### config.mk
export PLATFORM = sky130hd
export DESIGN_NAME = signed_int_to_decimal_ascii
export DESIGN_NICKNAME = d
export VERILOG_FILES = /design/src/hw/rtl/s2d_pkg.sv /design/src/hw/rtl/signed_int_to_decimal_ascii.sv /design/src/hw/rtl/s2d_dabble.sv
export VERILOG_INCLUDE_DIRS = /design/src /design/src/hw/rtl
export SDC_FILE = /design/constraint.sdc
export NUM_CORES = 1
export LEC_CHECK = 0
export BUFFER_PORTS_ARGS = -buffer_cell sky130_fd_sc_hd__clkbuf_2
export CAP_MARGIN = 20
export CORE_UTILIZATION = 55
export CTS_CLUSTER_DIAMETER = 80
export CTS_CLUSTER_SIZE = 30
export DETAILED_ROUTE_END_ITERATION = 16
export PLACE_DENSITY = 0.74
export SYNTH_ARGS = -nofsm -noshare
export SYNTH_HDL_FRONTEND = slang
export SYNTH_HIERARCHICAL = 1
export SYNTH_SLANG_ARGS = --single-unit
### constraint.sdc
create_clock -name clk_i -period 14.4 [get_ports clk_i]
set_clock_uncertainty 0.2 [all_clocks]
set_input_delay 0 -clock clk_i [delete_from_list [all_inputs] [get_ports clk_i]]
set_output_delay 0 -clock clk_i [all_outputs]
set_load 0.02 [all_outputs]
### src/hw/rtl/signed_int_to_decimal_ascii_assert.svh
// ----------------------------------------------------------------------------
// signed_int_to_decimal_ascii assertion macros
// shared property templates for the converter's concurrent checks
// ----------------------------------------------------------------------------
`ifndef SIGNED_INT_TO_DECIMAL_ASCII_ASSERT_SVH
`define SIGNED_INT_TO_DECIMAL_ASCII_ASSERT_SVH

// consequent must hold in the same cycle as the antecedent
`define S2D_ASSERT_NOW(lbl, ante, cons, msg) \
  lbl: assert property (@(posedge clk_i) disable iff (!rst_ni) (ante) |-> (cons)) \
    else $error(msg);

// consequent must hold in the cycle after the antecedent
`define S2D_ASSERT_NEXT(lbl, ante, cons, msg) \
  lbl: assert property (@(posedge clk_i) disable iff (!rst_ni) (ante) |=> (cons)) \
    else $error(msg);

`endif

### src/hw/rtl/s2d_pkg.sv
// ----------------------------------------------------------------------------
// s2d_pkg
// shared constants for the signed binary to decimal ascii converter
// ----------------------------------------------------------------------------
`timescale 1ns / 1ps
`default_nettype none

package s2d_pkg;

  localparam int unsigned ValueBitsDefault = 32;
  // decimal digits needed for a value of ValueBitsDefault bits
  localparam int unsigned DigitsDefault    = (ValueBitsDefault * 30103) / 100000 + 1;

  localparam int unsigned BcdBits = 4;
  localparam logic [BcdBits-1:0] BcdAdjLimit = 4'd5;
  localparam logic [BcdBits-1:0] BcdAdjust   = 4'd3;

  localparam logic [7:0] AsciiZero  = 8'd48;
  localparam logic [7:0] AsciiMinus = 8'd45;

endpackage

`default_nettype wire

### src/hw/rtl/signed_int_to_decimal_ascii.sv
// ----------------------------------------------------------------------------
// signed_int_to_decimal_ascii
// signed integer to decimal ascii text, one character per output beat
// ----------------------------------------------------------------------------
// Usage:
//   in channel  : value_i with in_valid_i / in_ready_o, one number per beat.
//   out channel : char_code_o, last_char_o with out_valid_o / out_ready_i.
//   Each number yields its text most significant first: '-' for negative
//   values, then the digits with no leading zeros; zero gives a single '0'.
//   last_char_o marks the final character of the number.
//   Timing: after an input beat the magnitude is turned into bcd by one
//   shift-and-add-3 step per cycle, then leading zero digits are dropped
//   (up to 9 at 32 bits) before the first character shows. Characters
//   then leave at one per cycle while the receiver is ready, up to 11 per
//   number at 32 bits. in_ready_o rises the cycle after the last
//   character's beat. A number holds the block from its input beat until
//   its last character's beat, so no new number is taken before then.
//   A stalled receiver just holds the current character; nothing is lost.
//   Reset returns the block to idle, ready for a number, with no output.
// ----------------------------------------------------------------------------
`timescale 1ns / 1ps
`default_nettype none

module signed_int_to_decimal_ascii #(
  parameter int unsigned VALUE_BITS = s2d_pkg::ValueBitsDefault
) (
  input  logic                         clk_i,
  input  logic                         rst_ni,
  input  logic                         in_valid_i,
  output logic                         in_ready_o,
  input  logic signed [VALUE_BITS-1:0] value_i,
  output logic                         out_valid_o,
  input  logic                         out_ready_i,
  output logic [7:0]                   char_code_o,
  output logic                         last_char_o
);

  `include "signed_int_to_decimal_ascii_assert.svh"

  localparam int unsigned Digits = (VALUE_BITS * 30103) / 100000 + 1;
  localparam int unsigned NibW   = s2d_pkg::BcdBits;
  localparam int unsigned BcdW   = NibW * Digits;
  localparam int unsigned CntW   = $clog2(VALUE_BITS + 1);
  localparam int unsigned DigW   = $clog2(Digits + 1);

  typedef enum logic [4:0] {
    StIdle = 5'b00001,
    StConv = 5'b00010,
    StSkip = 5'b00100,
    StSign = 5'b01000,
    StEmit = 5'b10000
  } state_e;

  state_e              state_q, state_d;
  logic [VALUE_BITS-1:0] mag_q, mag_d;
  logic                neg_q, neg_d;
  logic [BcdW-1:0]     bcd_q, bcd_d;
  logic [CntW-1:0]     cnt_q, cnt_d;
  logic [DigW-1:0]     dig_q, dig_d;

  logic [VALUE_BITS-1:0] value_u;
  logic [BcdW-1:0]       bcd_step;
  logic [NibW-1:0]       top_nib;
  logic                  in_beat;
  logic                  out_beat;

  assign value_u  = value_i;
  assign top_nib  = bcd_q[BcdW-1 -: NibW];
  assign in_beat  = in_valid_i && in_ready_o;
  assign out_beat = out_valid_o && out_ready_i;

  s2d_dabble #(
    .Digits (Digits)
  ) u_dabble (
    .bcd_i (bcd_q),
    .bit_i (mag_q[VALUE_BITS-1]),
    .bcd_o (bcd_step)
  );

  always_comb begin
    state_d = state_q;
    mag_d   = mag_q;
    neg_d   = neg_q;
    bcd_d   = bcd_q;
    cnt_d   = cnt_q;
    dig_d   = dig_q;
    unique case (state_q)
      StIdle: begin
        if (in_beat) begin
          neg_d = value_u[VALUE_BITS-1];
          // most negative pattern negates to itself, which is the true magnitude
          mag_d = value_u[VALUE_BITS-1] ? (~value_u + {{(VALUE_BITS-1){1'b0}}, 1'b1})
                                        : value_u;
          bcd_d   = '0;
          cnt_d   = CntW'(VALUE_BITS);
          state_d = StConv;
        end
      end
      StConv: begin
        bcd_d = bcd_step;
        mag_d = {mag_q[VALUE_BITS-2:0], 1'b0};
        cnt_d = cnt_q - CntW'(1);
        if (cnt_q == CntW'(1)) begin
          dig_d   = DigW'(Digits);
          state_d = StSkip;
        end
      end
      StSkip: begin
        // drop leading zeros, keeping at least the units digit
        if (top_nib == '0 && dig_q != DigW'(1)) begin
          bcd_d = {bcd_q[BcdW-NibW-1:0], {NibW{1'b0}}};
          dig_d = dig_q - DigW'(1);
        end else begin
          state_d = neg_q ? StSign : StEmit;
        end
      end
      StSign: begin
        if (out_beat) begin
          state_d = StEmit;
        end
      end
      StEmit: begin
        if (out_beat) begin
          bcd_d = {bcd_q[BcdW-NibW-1:0], {NibW{1'b0}}};
          dig_d = dig_q - DigW'(1);
          if (dig_q == DigW'(1)) begin
            state_d = StIdle;
          end
        end
      end
      default: begin
        state_d = StIdle;
      end
    endcase
  end

  always_ff @(posedge clk_i or negedge rst_ni) begin
    if (!rst_ni) begin
      state_q <= StIdle;
      cnt_q   <= '0;
      dig_q   <= '0;
      neg_q   <= 1'b0;
    end else begin
      state_q <= state_d;
      cnt_q   <= cnt_d;
      dig_q   <= dig_d;
      neg_q   <= neg_d;
    end
  end

  always_ff @(posedge clk_i) begin
    mag_q <= mag_d;
    bcd_q <= bcd_d;
  end

  assign in_ready_o  = (state_q == StIdle);
  assign out_valid_o = (state_q == StSign) || (state_q == StEmit);
  assign char_code_o = (state_q == StSign) ? s2d_pkg::AsciiMinus
                                           : (s2d_pkg::AsciiZero + {4'b0000, top_nib});
  assign last_char_o = (state_q == StEmit) && (dig_q == DigW'(1));

  `S2D_ASSERT_NOW(a_ready_excl_valid, in_ready_o, !out_valid_o, "ready while output pending")
  `S2D_ASSERT_NEXT(a_last_to_idle, out_beat && last_char_o, in_ready_o, "no idle after last beat")
  `S2D_ASSERT_NOW(a_digit_bcd, state_q == StEmit, top_nib <= 4'd9, "digit beat not bcd")
  `S2D_ASSERT_NOW(a_sign_neg, state_q == StSign, neg_q, "sign beat for non-negative value")

endmodule

`default_nettype wire

### src/hw/rtl/s2d_dabble.sv
// ----------------------------------------------------------------------------
// s2d_dabble
// one shift-and-add-3 step of the binary to bcd conversion
// ----------------------------------------------------------------------------
`timescale 1ns / 1ps
`default_nettype none

module s2d_dabble #(
  parameter int unsigned Digits = s2d_pkg::DigitsDefault
) (
  input  logic [s2d_pkg::BcdBits*Digits-1:0] bcd_i,
  input  logic                               bit_i,
  output logic [s2d_pkg::BcdBits*Digits-1:0] bcd_o
);

  localparam int unsigned BcdW = s2d_pkg::BcdBits * Digits;

  logic [BcdW-1:0] adj;

  // every digit lane of five or more gets three added before the shift
  always_comb begin
    logic [s2d_pkg::BcdBits-1:0] nib;
    adj = '0;
    for (int unsigned i = 0; i < Digits; i++) begin
      nib = bcd_i[s2d_pkg::BcdBits*i +: s2d_pkg::BcdBits];
      if (nib >= s2d_pkg::BcdAdjLimit) begin
        adj[s2d_pkg::BcdBits*i +: s2d_pkg::BcdBits] = nib + s2d_pkg::BcdAdjust;
      end else begin
        adj[s2d_pkg::BcdBits*i +: s2d_pkg::BcdBits] = nib;
      end
    end
  end

  assign bcd_o = {adj[BcdW-2:0], bit_i};

endmodule

`default_nettype wire
==> impl_metrics.yaml, run 1 <==
critical_path:
  crit_slowest_cell: "buf_4"
  path_cells: "or3_1, nor2_4, buf_4, o21ai_0, a221oi_1"
  startpoint_type: "flip-flop"
  reg2reg_depth: 5
  crit_path_end_kind: "flip-flop"
  crit_start: "state_q[3]"
  required_ns: 14.45
  critPathKind: "reg2reg"
  arrival_ns: 2.81
  reg2reg_from: "state_q[3]"
  crit_path_max_fanout: 90
  slowest_delay_ns: 0.64
  rr_endpoint: "dig_q[3]"
  rrSetupSlack_ns: 11.64
clock_tree:
  cts_max_path_buffers: 2
  clock_sinks: 88
  clk_latency_ns: 0.35
  cts_tree: "built"
  cts_buffers: 9
  h-tree-depth: 3
  ctsResizeCount: 0
  post-cts-setup-buffers: 0
  cts_root_buffer: "clkbuf_8"
  clk_pin_slew_worst_paths_ns: 0.09
sta:
  setup_tns_ns: 0
  worst_pin_slew_ns: 0.848
  fmax_mhz: 362
  maxSlewHeadroom_pct: 43.5
  slew_viol_final: 0
  period_minus_slack_ns: 2.76
  setup_slack_ns: 11.64
  period_share_pct: 19.2
  setup_viol: 0
  rsz0062_at_grt: "no"
  hold_viol: 0
global_route:
  grt-busiest-layer: "met2"
  first_global_vias: 4009
  track_usage_pct: 22.4
  grt_use_met2_pct: 38.4
  antenna_found_initial: 0
  use_met3_pct: 2.64
  grt_max_degree: 91
  grt_pass1_wl_um: 18400
  grt_overflow_total: 0
  grtUsageMet1_pct: 29.3
detailed_routing:
  post_drt_wl_per_cell_um: 14.4
  first_pass_iters: 4
  ant_nets: 0
  drtIter0Drc: 179
  drc: 0
  totalWireLength_um: 11000
  vias: 4276
  vias_per_cell: 5.61
die:
  die-area_mm2: 0.0105
  die_height_um: 103
  io_pins: 47
  die-width_um: 103
  num_rows: 36
  core_mm2: 0.00977
  start_util_pct: 56.9
logic_synthesis:
  async_flop_share_pct: 18.2
  syn_area_mm2: 0.00556
  syn_avg_cell_area_um2: 10.0
  ys_top_cells_by_area: "edfxtp_1 (39%), dfrtp_1 (6.7%), a22o_1 (5.8%), ha_1 (5.6%), xor2_1 (5.0%)"
  synth-xor-area-share_pct: 6.93
  synth_fa_ha_area_share_pct: 5.62
  synth_edf_count: 72
  synth.lib_cells_used.distinct: 52
  yosys-top-cells-count: "nand2_1 (74), edfxtp_1 (72), o21ai_0 (44)"
  yosysTopAreaCellShare_pct: 38.9
  synth_top_family_by_area: "compound AO/OA/AOI/OAI gates"
  ys_seq_area_share_pct: 46.1
  synth-seq-cells: 88
  yosysMostFrequentCell: "nand2_1"
  synthMuxAreaShare_pct: 2.18
  synthCells: 556
  synth.largest_area_cell: "edfxtp_1"
  yosys_warnings: 6
  yosys.area_share.simple_pct: 16.6
  ys.flop_type: "edfxtp_1"
  synth_compound_area_share_pct: 18.3
job:
  maxCapViolCount: 0
outcome:
  status: "finished, final reports clean"
cells_and_area:
  final_cells: 762
  drive_above_1_share_pct: 14.6
  fillers: 770
  nNetsFinal: 685
  area_growth_syn_to_layout_pct: 15.4
  antennaDiodeCount: 0
  fin_area_mm2: 0.00642
hold_path:
  hold_class: "in2reg"
  hold_depth: 3
  hp-start: "value_i[31]"
  hold_end: "neg_q"
placement:
  gp_congestion: 0.893
  post-place-ws_ns: 11.62
  placed_cell_area_mm2: 0.00587
  io_buffers: 43
  placed_cells: 709
  hpwl_um: 7080
pwr:
  ir_worst_vdd_mv: 0.113
  power.density_mw_per_mm2: 195
  p_leak_uw: 0.00257
  p_total_uw: 1250
where the power goes:
| part | switching, uW | total (uW) | internal [uW] |
|---|---|---|---|
| Clock | 91.1 | 153 | 62.3 |
| Sequential | 99.2 | 547 | 448 |
| Combinational | 322 | 551 | 228 |
worst max-delay path, delay by kind of cell (launching register included):
kind | cells | cell delay, ns
compound gates | 2 | 0.75
buf+inv | 1 | 0.64
flops | 1 | 0.44
simple gates | 2 | 0.62
routing by layer:
layer	wire [um]	vias to the layer above	part of all wire [%]
met4	147	0	1.3
met2	5460	101	50
met1	4970	2019	45
met3	408	11	3.7
met5	0	-	0
li1	-	2145	-
cell usage in the layout, fill, tap and decap left out, drive strengths merged, types with 5 or more instances in the layout:
cell type    Yosys  final
mux2i           11     11
a21oi           19     19
clkbuf          19     52
nor2            32     32
or2              5      5
nand2           74     74
dlygate4sd3      0     36
inv             29     30
a22o            37     37
edfxtp          72     72
nor3             6      6
and3             5      5
o31ai           12     12
or4              8      8
nand2b          24     24
xor2            32     32
o41ai            9      9
or3              6      6
o21ai           53     53
xnor2           12     12
nand3b           6      6
dfrtp           15     15
ha              25     25
nand3            5      5
layout make-up:
class | count | area (um2) | area share [%]
clock buffers | 9 | 124 | 1.93
clock inverters | 7 | 46.3 | 0.721
inverters | 29 | 109 | 1.69
multi-input cells | 413 | 2800 | 43.5
flip-flops and latches | 88 | 2560 | 39.9
well taps | 133 | 166 | 2.59
repair buffers | 83 | 618 | 9.62
how the worst max path moves through the flow:
| stage | to | slack (ns) | depth (start not counted) |
|---|---|---|---|
| final | dig_q[3] | 11.64 | 5 |
| after floorplan | bcd_q[0] | 9.37 | 6 |
| after CTS | dig_q[3] | 11.60 | 5 |
| after detailed placement | dig_q[3] | 11.62 | 5 |
| after global placement | dig_q[3] | 11.73 | 5 |
| after global routing | dig_q[3] | 11.42 | 5 |
flip-flops by register name (all words and copies together), names as in the netlist:
register	cells
mag_q	32
bcd_q	40
dig_q	4
state_q	5
neg_q	1
cnt_q	6
stage by stage:
| step | utilization, % | hold WS [ns] |
|---|---|---|
| after global placement | 60.1 | -0.257 |
| after detailed placement | 60.1 | -0.247 |
| after floorplan | - | -0.496 |
| after global routing | 65.7 | 0.120 |
| final | 65.7 | 0.0869 |
| after CTS | 65.5 | 0.0658 |
cell families after synthesis:
group | after synthesis
xor+xnor | 44
simple gates | 186
flops | 88
compound gates | 143
other cells | 2
mux | 12
buf+inv | 56
fa+ha+maj | 25
timing repair:
item | CTS | global route
hold endpoints to repair | 60 | 0
setup endpoints to repair | 0 | 0
hold buffers | 36 | 0
Note: power is estimated with default switching activity, not from simulation.
==> run 2: changes to the inputs <==
--- a/config.mk
+++ b/config.mk
@@ -6,6 +6,7 @@
 export SDC_FILE = /design/constraint.sdc
 export NUM_CORES = 1
 export LEC_CHECK = 0
+export ABC_AREA = 1
 export BUFFER_PORTS_ARGS = -buffer_cell sky130_fd_sc_hd__clkbuf_2
 export CAP_MARGIN = 20
 export CORE_UTILIZATION = 55
==> constraint.sdc (replaced) <==
create_clock -name clk_i -period 2.7 [get_ports clk_i]
set_clock_uncertainty 0.2 [all_clocks]
set_input_delay 0 -clock clk_i [delete_from_list [all_inputs] [get_ports clk_i]]
set_output_delay 0 -clock clk_i [all_outputs]
set_load 0.02 [all_outputs]
==> run 2 against run 1 <==
Compared with the run above: maximum frequency is 27% higher; via count rose by 25%; sequential share of layout area down 2.6 points; die area rose by 7.7%; routed wire length grew 20%; first-iteration DRC count grew 91%; setup slack got worse by 11 ns; design area increased by 6.9%; register-to-register slack worse by 11 ns; total power grew to 6.1 times the previous value; synthesized cell count is 36% higher; largest power group unchanged.
==> impl_metrics.yaml, run 2 <==
outcome:
  status: "finished, final reports clean"
die:
  core_mm2: 0.0105
  num_rows: 37
  die-width_um: 106
  io_pins: 47
  die_height_um: 106
  die-area_mm2: 0.0113
  start_util_pct: 57.4
logic_synthesis:
  synth_compound_area_share_pct: 14.2
  synth-xor-area-share_pct: 2.19
  yosysMostFrequentCell: "nand2_1"
  yosysTopAreaCellShare_pct: 36.0
  async_flop_share_pct: 18.2
  synth_fa_ha_area_share_pct: 5.21
  synth.largest_area_cell: "edfxtp_1"
  syn_area_mm2: 0.00600
  yosys_warnings: 6
  synth.lib_cells_used.distinct: 38
  synth-seq-cells: 88
  ys_seq_area_share_pct: 42.7
  synth_top_family_by_area: "simple AND/OR/NAND/NOR gates"
  synthMuxAreaShare_pct: 0
  ys_top_cells_by_area: "edfxtp_1 (36%), nand2_1 (13%), dfrtp_1 (6.3%), inv_1 (5.9%), a22o_1 (5.3%)"
  syn_avg_cell_area_um2: 7.95
  ys.flop_type: "edfxtp_1"
  yosys.area_share.simple_pct: 27.2
  synthCells: 755
  synth_edf_count: 72
  yosys-top-cells-count: "nand2_1 (209), inv_1 (94), edfxtp_1 (72)"
clock_tree:
  clk_latency_ns: 0.35
  cts_buffers: 9
  clock_sinks: 88
  cts_tree: "built"
  h-tree-depth: 3
  cts_max_path_buffers: 2
  clk_pin_slew_worst_paths_ns: 0.09
  post-cts-setup-buffers: 0
  cts_root_buffer: "clkbuf_8"
global_route:
  first_global_vias: 5214
  use_met3_pct: 3.92
  grt-busiest-layer: "met2"
  grt_pass1_wl_um: 22500
  grt_max_degree: 46
  grt_overflow_total: 0
  track_usage_pct: 24.6
  antenna_found_initial: 0
  grt_use_met2_pct: 44.0
  grtUsageMet1_pct: 29.4
detailed_routing:
  post_drt_wl_per_cell_um: 13.7
  vias: 5333
  totalWireLength_um: 13200
  drtIter0Drc: 342
  ant_nets: 0
  vias_per_cell: 5.50
  drc: 0
  first_pass_iters: 7
cells_and_area:
  largest_reg_flops: 40
  top_register: "bcd_q"
  antennaDiodeCount: 0
  final_cell_mix: "nand2_1 (209), inv_1 (94), edfxtp_1 (72)"
  final_common_cell: "nand2_1"
  fin_area_mm2: 0.00686
  multi_input_area_mm2: 0.00295
  nNetsFinal: 889
  reg_top3: "bcd_q: 40 flops, mag_q: 32 flops, cnt_q: 6 flops"
  fillers: 874
  drive_above_1_share_pct: 12.0
  regArea_mm2: 0.00256
  area_growth_syn_to_layout_pct: 14.3
job:
  maxCapViolCount: 0
sta:
  hold_viol: 0
  rsz0062_at_grt: "no"
  worst_pin_slew_ns: 0.685
  setup_tns_ns: 0
  setup_slack_ns: 0.522
  maxSlewHeadroom_pct: 54.2
  fmax_mhz: 459
  period_share_pct: 80.7
  slew_viol_final: 0
  worst_hold_slack_ns: 0.182
  period_minus_slack_ns: 2.18
  setup_viol: 0
critical_path:
  startpoint_type: "flip-flop"
  crit_path_max_fanout: 40
  required_ns: 2.55
  critPathKind: "reg2reg"
  arrival_ns: 2.03
  crit_path_end_kind: "flip-flop"
placement:
  hpwl_um: 9140
  placed_cell_area_mm2: 0.00632
  io_buffers: 43
  post-place-ws_ns: 0.564
  gp_congestion: 0.928
pwr:
  power.density_mw_per_mm2: 1100
  p_leak_uw: 0.00316
  ir_worst_vdd_mv: 0.762
hold_path:
  hold_class: "in2reg"
[run 2: changes by cell type after synthesis, moves of 11 or more]
cell      before  now
clkbuf_1      19    5
nand2_1       74  209
inv_1         29   94
nand3_1        5   60
o31ai_1       12    1
nand2b_1      24    0
nor2_1        32   70
mux2i_1       11    0
o21ai_2        0   11
xor2_1        32   12
[run 2: metal layers]
layer | vias to the layer above | routed length (um)
met5 | - | 0
met4 | 0 | 330
met3 | 27 | 683
met2 | 183 | 6610
met1 | 2470 | 5610
li1 | 2653 | -
[run 2: cell families after synthesis]
kind of cell / after synthesis
other cells: 2
fa+ha+maj: 25
compound gates: 130
xor+xnor: 15
simple gates: 373
buf+inv: 122
flops: 88
[run 2: worst max-delay path, stage by stage (launching register included)]
cell	delay, ns
dfrtp_1	0.41
ha_1	0.21
nand3_1	0.13
nand4_1	0.19
nand2_1	0.16
o211ai_1	0.14
a21oi_4	0.16
buf_12	0.24
[run 2: stage by stage]
| step | power (uW) | std cells | util [%] |
|---|---|---|---|
| 2_1_floorplan | 5750 | 756 | - |
| 3_3_place_gp | 6450 | 917 | 60.4 |
| 3_5_place_dp | 6660 | 917 | 60.4 |
| 4_1_cts | 7590 | 969 | 65.6 |
| 5_1_grt | 8220 | 969 | 65.6 |
| 6_report | 7580 | 969 | 65.6 |
[run 2: final cells by class]
| type | instances | share of cell area [%] |
|---|---|---|
| multi-input cells | 546 | 43.0 |
| flip-flops and latches | 88 | 37.4 |
| repair buffers | 84 | 9.12 |
| inverters | 99 | 5.41 |
| well taps | 136 | 2.48 |
| clock buffers | 12 | 1.97 |
| clock inverters | 4 | 0.656 |
[run 2: where the power goes]
part / total, uW / switching [uW] / internal (uW)
Combinational: 3630 / 2360 / 1260
Sequential: 3070 / 532 / 2540
Clock: 881 / 456 / 425
[run 2: path summary, 6_finish.rpt]
path | startpoint | to | slack [ns] | cells after the start
worst max-delay path | dig_q[0] | bcd_q[16] | 0.52 | 7
worst min-delay path | value_i[31] | mag_q[1] | 0.18 | 3
worst max register to register | dig_q[0] | bcd_q[16] | 0.52 | 7
worst min register to register | dig_q[3] | dig_q[3] | 0.31 | 2
max in group asynchronous | rst_ni | neg_q | 0.74 | 4
min in group asynchronous | rst_ni | state_q[0] | 0.47 | 3
[run 2: what timing repair did]
item	CTS	global route
hold buffers	36	0
resized for setup	0	0
endpoints found under the hold margin	56	0
